[src/mek_pkg.sv]
// shared types, constants and register indexes for the multi-event key detector
package mek_pkg;

   localparam int NUM_KEYS_DEF = 4;

   localparam int ACTION_W = 1;
   localparam int LEVEL_W = 4;
   localparam int LEVEL_IW = $clog2(LEVEL_W);
   localparam int KEY_IDX_W = 4;
   localparam int FLAG_W = 7;
   localparam int TIMER_W = 16;
   localparam int DIV_W = 8;
   localparam int CSR_IDX_W = 2;
   localparam int CSR_DATA_W = 16;

   // flag bit positions
   localparam int FLAG_HOLD = 0;
   localparam int FLAG_DOWN = 1;
   localparam int FLAG_UP = 2;
   localparam int FLAG_SINGLE = 3;
   localparam int FLAG_DOUBLE = 4;
   localparam int FLAG_LONG = 5;
   localparam int FLAG_REPEAT = 6;

   // request actions
   localparam logic [ACTION_W-1:0] ACT_TICK = 1'b0;
   localparam logic [ACTION_W-1:0] ACT_CHECK = 1'b1;

   // register indexes
   localparam logic [CSR_IDX_W-1:0] REG_DOUBLE_WINDOW = 2'd0;
   localparam logic [CSR_IDX_W-1:0] REG_LONG_TIME = 2'd1;
   localparam logic [CSR_IDX_W-1:0] REG_REPEAT_INTERVAL = 2'd2;
   localparam logic [CSR_IDX_W-1:0] REG_SAMPLE_DIVIDER = 2'd3;

   localparam logic [TIMER_W-1:0] DOUBLE_WINDOW_RST = 16'd200;
   localparam logic [TIMER_W-1:0] LONG_TIME_RST = 16'd2000;
   localparam logic [TIMER_W-1:0] REPEAT_INTERVAL_RST = 16'd100;
   localparam logic [DIV_W-1:0] SAMPLE_DIVIDER_RST = 8'd20;

   typedef enum logic [2:0] {
      PH_IDLE = 3'd0,
      PH_PRESSED = 3'd1,
      PH_WAIT_SECOND = 3'd2,
      PH_SECOND_HELD = 3'd3,
      PH_LONG_REPEAT = 3'd4
   } phase_type;

   typedef enum logic [1:0] {
      ST_IDLE = 2'd0,
      ST_RUN = 2'd1,
      ST_DONE = 2'd2
   } seq_state_type;

   typedef struct packed {
      logic level;
      phase_type phase;
      logic [TIMER_W-1:0] timer;
      logic [FLAG_W-1:0] flags;
   } entry_type;

   typedef struct packed {
      logic [TIMER_W-1:0] double_window;
      logic [TIMER_W-1:0] long_time;
      logic [TIMER_W-1:0] repeat_interval;
      logic [DIV_W-1:0] sample_divider;
   } cfg_type;

endpackage

[src/mek_req_if.sv]
// request channel interface of the key detector
interface mek_req_if;
   logic valid;
   logic ready;
   logic [mek_pkg::ACTION_W-1:0] action;
   logic [mek_pkg::LEVEL_W-1:0] key_levels;
   logic [mek_pkg::KEY_IDX_W-1:0] key_index;
   logic [mek_pkg::FLAG_W-1:0] flag_mask;

   modport source (output valid, output action, output key_levels, output key_index,
      output flag_mask, input ready);
   modport sink (input valid, input action, input key_levels, input key_index,
      input flag_mask, output ready);
endinterface

[src/mek_rsp_if.sv]
// response channel interface of the key detector
interface mek_rsp_if;
   logic valid;
   logic ready;
   logic hit;
   logic [mek_pkg::FLAG_W-1:0] flags_before;

   modport source (output valid, output hit, output flags_before, input ready);
   modport sink (input valid, input hit, input flags_before, output ready);
endinterface

[src/multi_event_key_detector.sv]
// Multi-event key detector: tracks NUM_KEYS keys, each with a press/release machine
// kept in a one-port-read, one-port-write state memory, and raises hold, down, up,
// single, double, long and repeat flags that a check request reads and clears. A tick
// request walks the memory one key per cycle (read, then update and write back); a
// check request touches one entry, or none when its key index is out of range. A new
// request is accepted only once the response of the last one has been loaded into the
// response register. Every request gives one response; a tick response carries zeros.
module multi_event_key_detector #(
   parameter int NUM_KEYS = mek_pkg::NUM_KEYS_DEF
) (
   input  logic clock,
   input  logic reset,
   mek_req_if.sink req_bus,
   mek_rsp_if.source rsp_bus,
   input  logic csr_wr_en,
   input  logic [mek_pkg::CSR_IDX_W-1:0] csr_index,
   input  logic [mek_pkg::CSR_DATA_W-1:0] csr_wdata
);

   localparam int KEY_AW = (NUM_KEYS > 1) ? $clog2(NUM_KEYS) : 1;
   localparam int IDX_CMP_W = mek_pkg::KEY_IDX_W + 1;

   mek_pkg::seq_state_type state_ff, state_in;
   mek_pkg::cfg_type cfg_ff;

   logic [mek_pkg::ACTION_W-1:0] action_ff;
   logic [mek_pkg::LEVEL_W-1:0] levels_ff;
   logic [mek_pkg::FLAG_W-1:0] mask_ff;
   logic sample_ff, sample_in;
   logic [mek_pkg::DIV_W-1:0] presc_ff, presc_in;
   logic [KEY_AW-1:0] key_ff, key_in;
   logic issue_ff, issue_in;
   logic pend_ff, pend_in;
   logic [KEY_AW-1:0] pend_key_ff;
   logic res_hit_ff, res_hit_in;
   logic [mek_pkg::FLAG_W-1:0] res_flags_ff, res_flags_in;
   logic rsp_valid_ff, rsp_valid_in;
   logic rsp_hit_ff;
   logic [mek_pkg::FLAG_W-1:0] rsp_flags_ff;

   logic req_take;
   logic is_tick;
   logic in_range;
   logic [mek_pkg::DIV_W-1:0] presc_inc;
   logic slot_free;
   logic rsp_load;
   logic [IDX_CMP_W-1:0] pend_key_x;
   logic level_now;

   mek_pkg::entry_type rd_data;
   mek_pkg::entry_type wr_data;
   logic upd_hit;
   logic [mek_pkg::FLAG_W-1:0] upd_flags;
   logic rd_en;
   logic wr_en;

   assign req_bus.ready = (state_ff == mek_pkg::ST_IDLE);
   assign req_take = req_bus.valid & req_bus.ready;
   assign is_tick = (action_ff == mek_pkg::ACT_TICK);
   assign in_range = IDX_CMP_W'(req_bus.key_index) < IDX_CMP_W'(NUM_KEYS);
   assign presc_inc = presc_ff + mek_pkg::DIV_W'(1);
   assign slot_free = ~rsp_valid_ff | rsp_bus.ready;
   assign rd_en = (state_ff == mek_pkg::ST_RUN) & issue_ff;
   assign wr_en = (state_ff == mek_pkg::ST_RUN) & pend_ff;

   // keys past the level field always read unpressed
   assign pend_key_x = IDX_CMP_W'(pend_key_ff);
   assign level_now = (pend_key_x < IDX_CMP_W'(mek_pkg::LEVEL_W)) ?
      levels_ff[pend_key_x[mek_pkg::LEVEL_IW-1:0]] : 1'b0;

   mek_store #(
      .NUM_KEYS(NUM_KEYS),
      .KEY_AW(KEY_AW)
   ) u_store (
      .clock(clock),
      .reset(reset),
      .rd_en(rd_en),
      .rd_addr(key_ff),
      .rd_data(rd_data),
      .wr_en(wr_en),
      .wr_addr(pend_key_ff),
      .wr_data(wr_data)
   );

   mek_key_update u_update (
      .entry_rd(rd_data),
      .is_tick(is_tick),
      .sample(sample_ff),
      .level_now(level_now),
      .cfg(cfg_ff),
      .mask(mask_ff),
      .entry_wr(wr_data),
      .hit(upd_hit),
      .flags_before(upd_flags)
   );

   // next state
   always_comb begin
      state_in = state_ff;
      unique case (state_ff)
         mek_pkg::ST_IDLE: begin
            if (req_take) begin
               if (req_bus.action == mek_pkg::ACT_CHECK && !in_range) begin
                  state_in = mek_pkg::ST_DONE;
               end else begin
                  state_in = mek_pkg::ST_RUN;
               end
            end
         end
         mek_pkg::ST_RUN: begin
            if (pend_ff && !issue_ff) begin
               state_in = mek_pkg::ST_DONE;
            end
         end
         mek_pkg::ST_DONE: begin
            if (slot_free) begin
               state_in = mek_pkg::ST_IDLE;
            end
         end
         default: begin
            state_in = mek_pkg::ST_IDLE;
         end
      endcase
   end

   // sequencer outputs
   always_comb begin
      presc_in = presc_ff;
      sample_in = sample_ff;
      key_in = key_ff;
      issue_in = issue_ff;
      pend_in = 1'b0;
      res_hit_in = res_hit_ff;
      res_flags_in = res_flags_ff;
      rsp_load = 1'b0;
      unique case (state_ff)
         mek_pkg::ST_IDLE: begin
            if (req_take) begin
               res_hit_in = 1'b0;
               res_flags_in = '0;
               issue_in = 1'b1;
               if (req_bus.action == mek_pkg::ACT_TICK) begin
                  key_in = '0;
                  if (presc_inc >= cfg_ff.sample_divider) begin
                     presc_in = '0;
                     sample_in = 1'b1;
                  end else begin
                     presc_in = presc_inc;
                     sample_in = 1'b0;
                  end
               end else begin
                  key_in = req_bus.key_index[KEY_AW-1:0];
                  sample_in = 1'b0;
               end
            end
         end
         mek_pkg::ST_RUN: begin
            pend_in = issue_ff;
            if (issue_ff) begin
               if (is_tick && key_ff != KEY_AW'(NUM_KEYS - 1)) begin
                  key_in = key_ff + KEY_AW'(1);
               end else begin
                  issue_in = 1'b0;
               end
            end
            if (pend_ff && !is_tick) begin
               res_hit_in = upd_hit;
               res_flags_in = upd_flags;
            end
         end
         mek_pkg::ST_DONE: begin
            issue_in = 1'b0;
            rsp_load = slot_free;
         end
         default: begin
            issue_in = 1'b0;
         end
      endcase
   end

   always_comb begin
      rsp_valid_in = rsp_valid_ff;
      if (rsp_valid_ff && rsp_bus.ready) begin
         rsp_valid_in = 1'b0;
      end
      if (rsp_load) begin
         rsp_valid_in = 1'b1;
      end
   end

   always_ff @(posedge clock) begin
      if (reset) begin
         state_ff <= mek_pkg::ST_IDLE;
         presc_ff <= '0;
         sample_ff <= 1'b0;
         issue_ff <= 1'b0;
         pend_ff <= 1'b0;
         rsp_valid_ff <= 1'b0;
         key_ff <= '0;
         pend_key_ff <= '0;
      end else begin
         state_ff <= state_in;
         presc_ff <= presc_in;
         sample_ff <= sample_in;
         issue_ff <= issue_in;
         pend_ff <= pend_in;
         rsp_valid_ff <= rsp_valid_in;
         key_ff <= key_in;
         pend_key_ff <= key_ff;
      end
   end

   // request payload and result holding
   always_ff @(posedge clock) begin
      if (req_take) begin
         action_ff <= req_bus.action;
         levels_ff <= req_bus.key_levels;
         mask_ff <= req_bus.flag_mask;
      end
      res_hit_ff <= res_hit_in;
      res_flags_ff <= res_flags_in;
      if (rsp_load) begin
         rsp_hit_ff <= res_hit_ff;
         rsp_flags_ff <= res_flags_ff;
      end
   end

   always_ff @(posedge clock) begin
      if (reset) begin
         cfg_ff.double_window <= mek_pkg::DOUBLE_WINDOW_RST;
         cfg_ff.long_time <= mek_pkg::LONG_TIME_RST;
         cfg_ff.repeat_interval <= mek_pkg::REPEAT_INTERVAL_RST;
         cfg_ff.sample_divider <= mek_pkg::SAMPLE_DIVIDER_RST;
      end else if (csr_wr_en) begin
         unique case (csr_index)
            mek_pkg::REG_DOUBLE_WINDOW: cfg_ff.double_window <= csr_wdata;
            mek_pkg::REG_LONG_TIME: cfg_ff.long_time <= csr_wdata;
            mek_pkg::REG_REPEAT_INTERVAL: cfg_ff.repeat_interval <= csr_wdata;
            mek_pkg::REG_SAMPLE_DIVIDER: begin
               cfg_ff.sample_divider <= csr_wdata[mek_pkg::DIV_W-1:0];
            end
            default: begin
            end
         endcase
      end
   end

   assign rsp_bus.valid = rsp_valid_ff;
   assign rsp_bus.hit = rsp_hit_ff;
   assign rsp_bus.flags_before = rsp_flags_ff;

`ifndef NO_ASSERTIONS
   // the walk never reads the entry being written back
   a_no_rw_overlap: assert property (@(posedge clock) disable iff (reset)
      !(rd_en && wr_en && key_ff == pend_key_ff))
      else $error("read and write of the same key entry in one cycle");

   // a new request is only taken once all write-backs are done
   a_idle_no_pending: assert property (@(posedge clock) disable iff (reset)
      req_bus.ready |-> (!pend_ff && !issue_ff))
      else $error("request accepted with memory work outstanding");

   // an out-of-range check skips the memory
   a_range_skip: assert property (@(posedge clock) disable iff (reset)
      (req_take && req_bus.action == mek_pkg::ACT_CHECK && !in_range)
      |=> (state_ff == mek_pkg::ST_DONE && !res_hit_ff && res_flags_ff == '0))
      else $error("out-of-range check did not finish with a zero result");

   // the walk always ends by moving on to the done state
   a_run_ends: assert property (@(posedge clock) disable iff (reset)
      (state_ff == mek_pkg::ST_RUN && pend_ff && !issue_ff) |=> state_ff == mek_pkg::ST_DONE)
      else $error("memory walk did not hand over to response");
`endif

endmodule

[src/mek_store.sv]
// per-key state memory with registered read and per-entry valid bits
module mek_store #(
   parameter int NUM_KEYS = mek_pkg::NUM_KEYS_DEF,
   parameter int KEY_AW = 2
) (
   input  logic clock,
   input  logic reset,
   input  logic rd_en,
   input  logic [KEY_AW-1:0] rd_addr,
   output mek_pkg::entry_type rd_data,
   input  logic wr_en,
   input  logic [KEY_AW-1:0] wr_addr,
   input  mek_pkg::entry_type wr_data
);

   mek_pkg::entry_type mem [NUM_KEYS];
   logic [NUM_KEYS-1:0] valid_ff;
   mek_pkg::entry_type rd_data_ff;
   logic rd_valid_ff;

   always_ff @(posedge clock) begin
      if (wr_en) begin
         mem[wr_addr] <= wr_data;
      end
      if (rd_en) begin
         rd_data_ff <= mem[rd_addr];
      end
   end

   always_ff @(posedge clock) begin
      if (reset) begin
         valid_ff <= '0;
         rd_valid_ff <= 1'b0;
      end else begin
         if (wr_en) begin
            valid_ff[wr_addr] <= 1'b1;
         end
         if (rd_en) begin
            rd_valid_ff <= valid_ff[rd_addr];
         end
      end
   end

   // an entry never written reads as the reset state
   assign rd_data = rd_valid_ff ? rd_data_ff : '0;

endmodule

[src/mek_key_update.sv]
// read-modify-write logic for one key entry: timer, sampling machine and flag clear
module mek_key_update (
   input  mek_pkg::entry_type entry_rd,
   input  logic is_tick,
   input  logic sample,
   input  logic level_now,
   input  mek_pkg::cfg_type cfg,
   input  logic [mek_pkg::FLAG_W-1:0] mask,
   output mek_pkg::entry_type entry_wr,
   output logic hit,
   output logic [mek_pkg::FLAG_W-1:0] flags_before
);

   logic prev_level;
   logic rose;
   logic fell;

   assign prev_level = entry_rd.level;
   assign rose = level_now & ~prev_level;
   assign fell = ~level_now & prev_level;
   assign flags_before = entry_rd.flags;

   always_comb begin
      entry_wr = entry_rd;
      hit = 1'b0;
      if (is_tick) begin
         if (entry_rd.timer != '0) begin
            entry_wr.timer = entry_rd.timer - mek_pkg::TIMER_W'(1);
         end
         if (sample) begin
            entry_wr.level = level_now;
            entry_wr.flags[mek_pkg::FLAG_HOLD] = level_now;
            unique case (entry_rd.phase)
               mek_pkg::PH_IDLE: begin
                  if (rose) begin
                     entry_wr.flags[mek_pkg::FLAG_DOWN] = 1'b1;
                     entry_wr.timer = cfg.long_time;
                     entry_wr.phase = mek_pkg::PH_PRESSED;
                  end
               end
               mek_pkg::PH_PRESSED: begin
                  if (fell) begin
                     entry_wr.flags[mek_pkg::FLAG_UP] = 1'b1;
                     entry_wr.timer = cfg.double_window;
                     entry_wr.phase = mek_pkg::PH_WAIT_SECOND;
                  end else if (entry_wr.timer == '0) begin
                     entry_wr.flags[mek_pkg::FLAG_LONG] = 1'b1;
                     entry_wr.timer = cfg.repeat_interval;
                     entry_wr.phase = mek_pkg::PH_LONG_REPEAT;
                  end
               end
               mek_pkg::PH_WAIT_SECOND: begin
                  if (rose) begin
                     entry_wr.flags[mek_pkg::FLAG_DOUBLE] = 1'b1;
                     entry_wr.phase = mek_pkg::PH_SECOND_HELD;
                  end else if (entry_wr.timer == '0) begin
                     entry_wr.flags[mek_pkg::FLAG_SINGLE] = 1'b1;
                     entry_wr.phase = mek_pkg::PH_IDLE;
                  end
               end
               mek_pkg::PH_SECOND_HELD: begin
                  if (fell) begin
                     entry_wr.phase = mek_pkg::PH_IDLE;
                  end
               end
               mek_pkg::PH_LONG_REPEAT: begin
                  if (fell) begin
                     entry_wr.phase = mek_pkg::PH_IDLE;
                  end else if (entry_wr.timer == '0) begin
                     entry_wr.flags[mek_pkg::FLAG_REPEAT] = 1'b1;
                     entry_wr.timer = cfg.repeat_interval;
                  end
               end
               default: begin
                  // unused phase codes hold
               end
            endcase
         end
      end else begin
         hit = |(entry_rd.flags & mask);
         entry_wr.flags = entry_rd.flags & ~mask;
      end
   end

endmodule
[src/flat_wrapper.sv]
// flat-port wrapper written by rule: the top's interface ports become plain ports
module multi_event_key_detector_flat 
#(
   parameter int NUM_KEYS = mek_pkg::NUM_KEYS_DEF
)
  (clock, reset, csr_wr_en, csr_index, csr_wdata, req_bus_valid, req_bus_action, req_bus_key_levels, req_bus_key_index, req_bus_flag_mask, req_bus_ready, rsp_bus_valid, rsp_bus_hit, rsp_bus_flags_before, rsp_bus_ready);
  mek_req_if req_bus_i ();
  mek_rsp_if rsp_bus_i ();
  input  logic clock;
  input  logic reset;
  input  logic csr_wr_en;
  input  logic [mek_pkg::CSR_IDX_W-1:0] csr_index;
  input  logic [mek_pkg::CSR_DATA_W-1:0] csr_wdata;
  input wire logic [$bits(req_bus_i.valid)-1:0] req_bus_valid;
  input wire logic [$bits(req_bus_i.action)-1:0] req_bus_action;
  input wire logic [$bits(req_bus_i.key_levels)-1:0] req_bus_key_levels;
  input wire logic [$bits(req_bus_i.key_index)-1:0] req_bus_key_index;
  input wire logic [$bits(req_bus_i.flag_mask)-1:0] req_bus_flag_mask;
  output wire logic [$bits(req_bus_i.ready)-1:0] req_bus_ready;
  output wire logic [$bits(rsp_bus_i.valid)-1:0] rsp_bus_valid;
  output wire logic [$bits(rsp_bus_i.hit)-1:0] rsp_bus_hit;
  output wire logic [$bits(rsp_bus_i.flags_before)-1:0] rsp_bus_flags_before;
  input wire logic [$bits(rsp_bus_i.ready)-1:0] rsp_bus_ready;
  assign req_bus_i.valid = req_bus_valid;
  assign req_bus_i.action = req_bus_action;
  assign req_bus_i.key_levels = req_bus_key_levels;
  assign req_bus_i.key_index = req_bus_key_index;
  assign req_bus_i.flag_mask = req_bus_flag_mask;
  assign req_bus_ready = req_bus_i.ready;
  assign rsp_bus_valid = rsp_bus_i.valid;
  assign rsp_bus_hit = rsp_bus_i.hit;
  assign rsp_bus_flags_before = rsp_bus_i.flags_before;
  assign rsp_bus_i.ready = rsp_bus_ready;
  multi_event_key_detector #(.NUM_KEYS(NUM_KEYS)) u_core (.clock(clock), .reset(reset), .req_bus(req_bus_i), .rsp_bus(rsp_bus_i), .csr_wr_en(csr_wr_en), .csr_index(csr_index), .csr_wdata(csr_wdata));
endmodule
[config.mk]
export PLATFORM = sky130hd
export DESIGN_NAME = multi_event_key_detector_flat
export DESIGN_NICKNAME = d
export VERILOG_FILES = /design/src/mek_pkg.sv /design/src/mek_req_if.sv /design/src/mek_rsp_if.sv /design/src/multi_event_key_detector.sv /design/src/mek_store.sv /design/src/mek_key_update.sv /design/src/flat_wrapper.sv
export SDC_FILE = /design/constraint.sdc
export NUM_CORES = 1
export LEC_CHECK = 0
export BUFFER_PORTS_ARGS = -buffer_cell sky130_fd_sc_hd__buf_2
export CAP_MARGIN = 20
export CORE_UTILIZATION = 30
export DETAILED_ROUTE_END_ITERATION = 10
export GPL_TIMING_DRIVEN = 1
export PLACE_DENSITY_LB_ADDON = 0.12
export SKIP_CTS_REPAIR_TIMING = 1
export SLEW_MARGIN = 20
export SYNTH_ARGS = -nofsm -noshare
export SYNTH_HDL_FRONTEND = slang
export SYNTH_SLANG_ARGS = --single-unit
[constraint.sdc]
create_clock -name clock -period 4.5 [get_ports clock]
set_input_delay 0.225 -clock clock [delete_from_list [all_inputs] [get_ports clock]]
set_output_delay 0.225 -clock clock [all_outputs]
set_load 0.02 [all_outputs]
==> metrics list <==
* #FFs+latches synth: 242
- Post-layout min period: 3949 ps
- After the last flow step, the layout net total stands at 1131.
* Reported max-cap violation count: 0
- Hold slack: 29.54 ps
* Result of the run: finished clean
* Total vias in the final route: 8246
- In this design, the largest share of critical-path delay is due to simple AND/OR/NAND/NOR gates.
- In this run the power spent charging and discharging nets is 1.155 mW.
* Post-DR vias/cell: 5.256
* Total number of H-tree levels: 1
- Data arrives at the worst endpoint at 4250 ps.
- Number of clock sinks: 242
- Leakage dissipation: 4.423 nW
* Mean cell area of the mapped netlist: 11.05 sq um
* Top-level port count: 49
* Category of the worst setup path capture point: register
- The clock network burns 43.2% of the power.
- Clock-pin slew on the worst setup and hold paths: 60 ps
- Setup violations remaining at the end of the flow were counted as 0.
* Final Worst Setup Slack: 550.5 ps
- Measured along the y axis, the die boundary spans 194.6 um.
* Async set-reset flop share out of synthesis: 0%
- Yosys synthesis warning count: 0
- Post-Place Setup Slack: 604.6 ps
- The count of buffers added on input and output ports is 48.
* Required time of the critical path: 4800 ps
- STA classifies the critical path startpoint as a register.
* Slowest cell on the critical path: or4b_4
* Clock tree buffer depth: 3
- Final Hold Vio Count: 0
* Post-detailed-route count of antenna-violating nets: 0
- After global routing the overflow that remains totals 0.
- Counting both buffers and inverters, the worst setup path holds a total of 0.
- The first global-routing pass estimated 50.03 mm of wire.
- Part of the total power dissipated in sequential elements: 50.1%
- Root buffer cell: clkbuf_16
* Internal power: 3.767 mW
- Of all nets on the critical path, the largest fanout is 16.
* Routed wire per std cell: 20.76 um
* Num CTS Buffers: 27
- Final core utilization: 35.83%
* Cell Pwr Density: 376.1 nW/um^2
* Area inside the core boundary: 36520 sq um
- Final worst-path cycle share: 87.77%
- Final weighted congestion of routability-driven global placement: 0.9285
- Setup repair after global routing left no endpoint under its margin.
- Kind of critical path: reg -> reg
* Highest clock frequency the design can meet: 253.2 MHz
- Adding up every negative setup slack in the final design gives 0 ps.
- Count of flip-flops with a built-in enable after synthesis: 163
- The number of antenna violations at the first check in global routing is 0.
- Fraction of power consumed by combinational cells: 6.7%
- For this run, the slowest stage of the critical path takes 610 ps.
- Worst-path cell chain: nand2_1 > ha_1 > or3b_2 > nor4_4 > or2_1 > a21oi_2 > or4b_4 > nor2_8 > a31oi_1 > a211oi_1
* Sequential area share after synthesis: 58.18%
- DP HPWL: 21.79 mm
- Slew at the pin closest to its max-slew limit: 1081 ps
- Dominant register cell in the synthesized netlist: edfxtp_1
- Instance count of the mapped netlist: 1007
* Total routed wirelength: 32.57 mm
- Entering global routing, the biggest net connects 57 pins.
- TritonCTS clock tree: built
- Syn Std Cell Area: 11130 sq um
- In this run the register-to-register setup slack is 550 ps.
- Worst VDD drop: 278.7 uV
- Counting every net in the synthesized netlist gives 1057.
* Number of global-route vias before repair: 7985
- The floorplan has 70 rows.
- Drt first-iter violations: 564
- 0 antenna diodes ended up in the layout.
- GRT Total Usage: 17.23%
* Worst clock skew on the final layout: 20.82 ps
- Switch share: 23.46%
* Clk_lat worst skew: 560 ps
- Initial Util: 30.48%
* Distinct cell type count after synthesis: 78
- The min-delay analysis places its worst path in the category in -> reg.
- The first TritonRoute pass finished after 5 iterations.
- For this run, design rule violations remaining after detail routing come to 0.
- The final count of pins violating max slew is 0.
- Measured against its own limit, the worst slew margin works out to 27.82%.
* Fraction of layout cells with a size suffix above 1: 15.44%
- From synthesis to final layout, the design area changed by 17.57%.
* Die Width: 194.6 um
* Die area: 37880 sq um
[metrics by stage]
stage,cells,power [mW],cell area (sq um)
after global routing,1569,5.081,13090
after CTS,1538,4.955,12780
after global placement,1489,2.827,11940
after detailed placement,1489,2.824,11940
after floorplan,1007,2.694,11130
final,1569,4.922,13090
[state kept, by name (all words and copies together), names as in the netlist, 2 cells and up]
register and count:
u_core.u_store.mem 108, u_core.cfg_ff 56, u_core.u_store.rd_data_ff 27, u_core.presc_ff 8, u_core.mask_ff 7, u_core.res_flags_ff 7, u_core.rsp_bus.flags_before 7, u_core.levels_ff 4
u_core.u_store.valid_ff 4, u_core.key_ff 2, u_core.pend_key_ff 2, u_core.state_ff 2
[kinds of logic (layout without fill, tap and decap cells)]
kind of cell             Yosys count  count (layout)  share of synthesized area [%]
adder cells (fa/ha/maj)           11              11                          1.236
flip-flops                       242             242                          58.18
AND/OR/NAND/NOR                  384             384                          16.43
AO/OA/AOI/OAI                    236             236                          13.37
multiplexers                      37              37                          6.587
buffers and inverters             82             176                          3.012
XOR/XNOR                          15              15                          1.180
[power by group through the flow]
stage / Clock [mW] / Combinational (mW) / Sequential [mW]
final: 2.13 / 0.331 / 2.46
after global routing: 2.25 / 0.366 / 2.47
after CTS: 2.18 / 0.316 / 2.46
after detailed placement: 0 / 0.315 / 2.51
after global placement: 0 / 0.317 / 2.51
after floorplan: 0 / 0.203 / 2.49
[tightest hold or removal path, cell delays in order]
cell	delay, ps
buf_2	120
inv_1	50
a31oi_1	70
nor2_1	80
[synthesized netlist by cell type (7+ instances only)]
master    number  share of area, %
nand2_1      182               6.1
edfxtp_1     163                44
a21oi_1       87               3.9
dfxtp_1       79                14
nor2_1        58               2.0
o21ai_0       51               2.3
clkbuf_1      48               1.6
nand3_1       35               1.6
mux4_2        29               5.9
inv_1         17              0.57
nor3_1        16              0.72
nand3b_1      13              0.88
a31oi_1       12              0.67
ha_1          11               1.2
a21o_1        10              0.67
nor2b_1       10              0.56
nor4_1        10              0.56
and3_1         9              0.51
xnor2_1        9              0.71
mux2i_1        8              0.72
a221oi_1       7              0.55
and2_1         7              0.39
buf_2          7              0.31
nand2b_1       7              0.39
o22ai_1        7              0.39
[layout make-up]
class / count / area [sq um]
fill: 3625 / 23440
sequential: 242 / 6479
multi-input combinational: 683 / 4340
timing repair buffer: 109 / 775.7
clock buffer: 32 / 694.4
tap: 468 / 585.6
clock inverter: 17 / 143.9
inverter: 18 / 67.56
[cells in the final DEF, fill, tap and decap left out, drive strengths merged, types with 9 or more instances in the layout]
| cell | netlist | routed |
|---|---|---|
| edfxtp | 163 | 163 |
| o21ai | 52 | 52 |
| clkbuf | 48 | 32 |
| inv | 17 | 18 |
| dlygate4sd3 | 0 | 31 |
| ha | 11 | 11 |
| nand3 | 35 | 35 |
| nor4 | 12 | 12 |
| nor2 | 59 | 59 |
| nand3b | 13 | 13 |
| clkinv | 1 | 15 |
| xnor2 | 9 | 9 |
| nor2b | 10 | 10 |
| dfxtp | 79 | 79 |
| and3 | 9 | 9 |
| a21o | 10 | 10 |
| a21oi | 88 | 88 |
| a31oi | 12 | 12 |
| mux4 | 29 | 29 |
| nand2 | 182 | 182 |
| buf | 16 | 78 |
| nor3 | 16 | 16 |
[layer usage]
| metal | vias up | GRT usage, % | wire, um |
|---|---|---|---|
| li1 | 3909 | - | - |
| met1 | 4048 | 24.98 | 15680 |
| met2 | 232 | 26.63 | 14650 |
| met3 | 57 | 2.065 | 1436 |
| met4 | 0 | 5.644 | 807 |
| met5 | - | 0 | 0 |
[final timing paths]
path,cells past startpoint,startpoint,end
hold reg to reg,0,u_core.res_flags_ff[6]$_SDFFCE_PN0P_,u_core.rsp_bus.flags_before[6]$_DFFE_PP_
hold / removal,4,req_bus_valid,u_core.issue_ff$_SDFFE_PP0P_
setup / recovery,10,u_core.u_store.rd_data_ff[7]$_DFFE_PP_,u_core.u_store.mem[1][9]$_DFFE_PP_
setup reg to reg,10,u_core.u_store.rd_data_ff[7]$_DFFE_PP_,u_core.u_store.mem[1][9]$_DFFE_PP_
(Power assumes the default switching activity.)
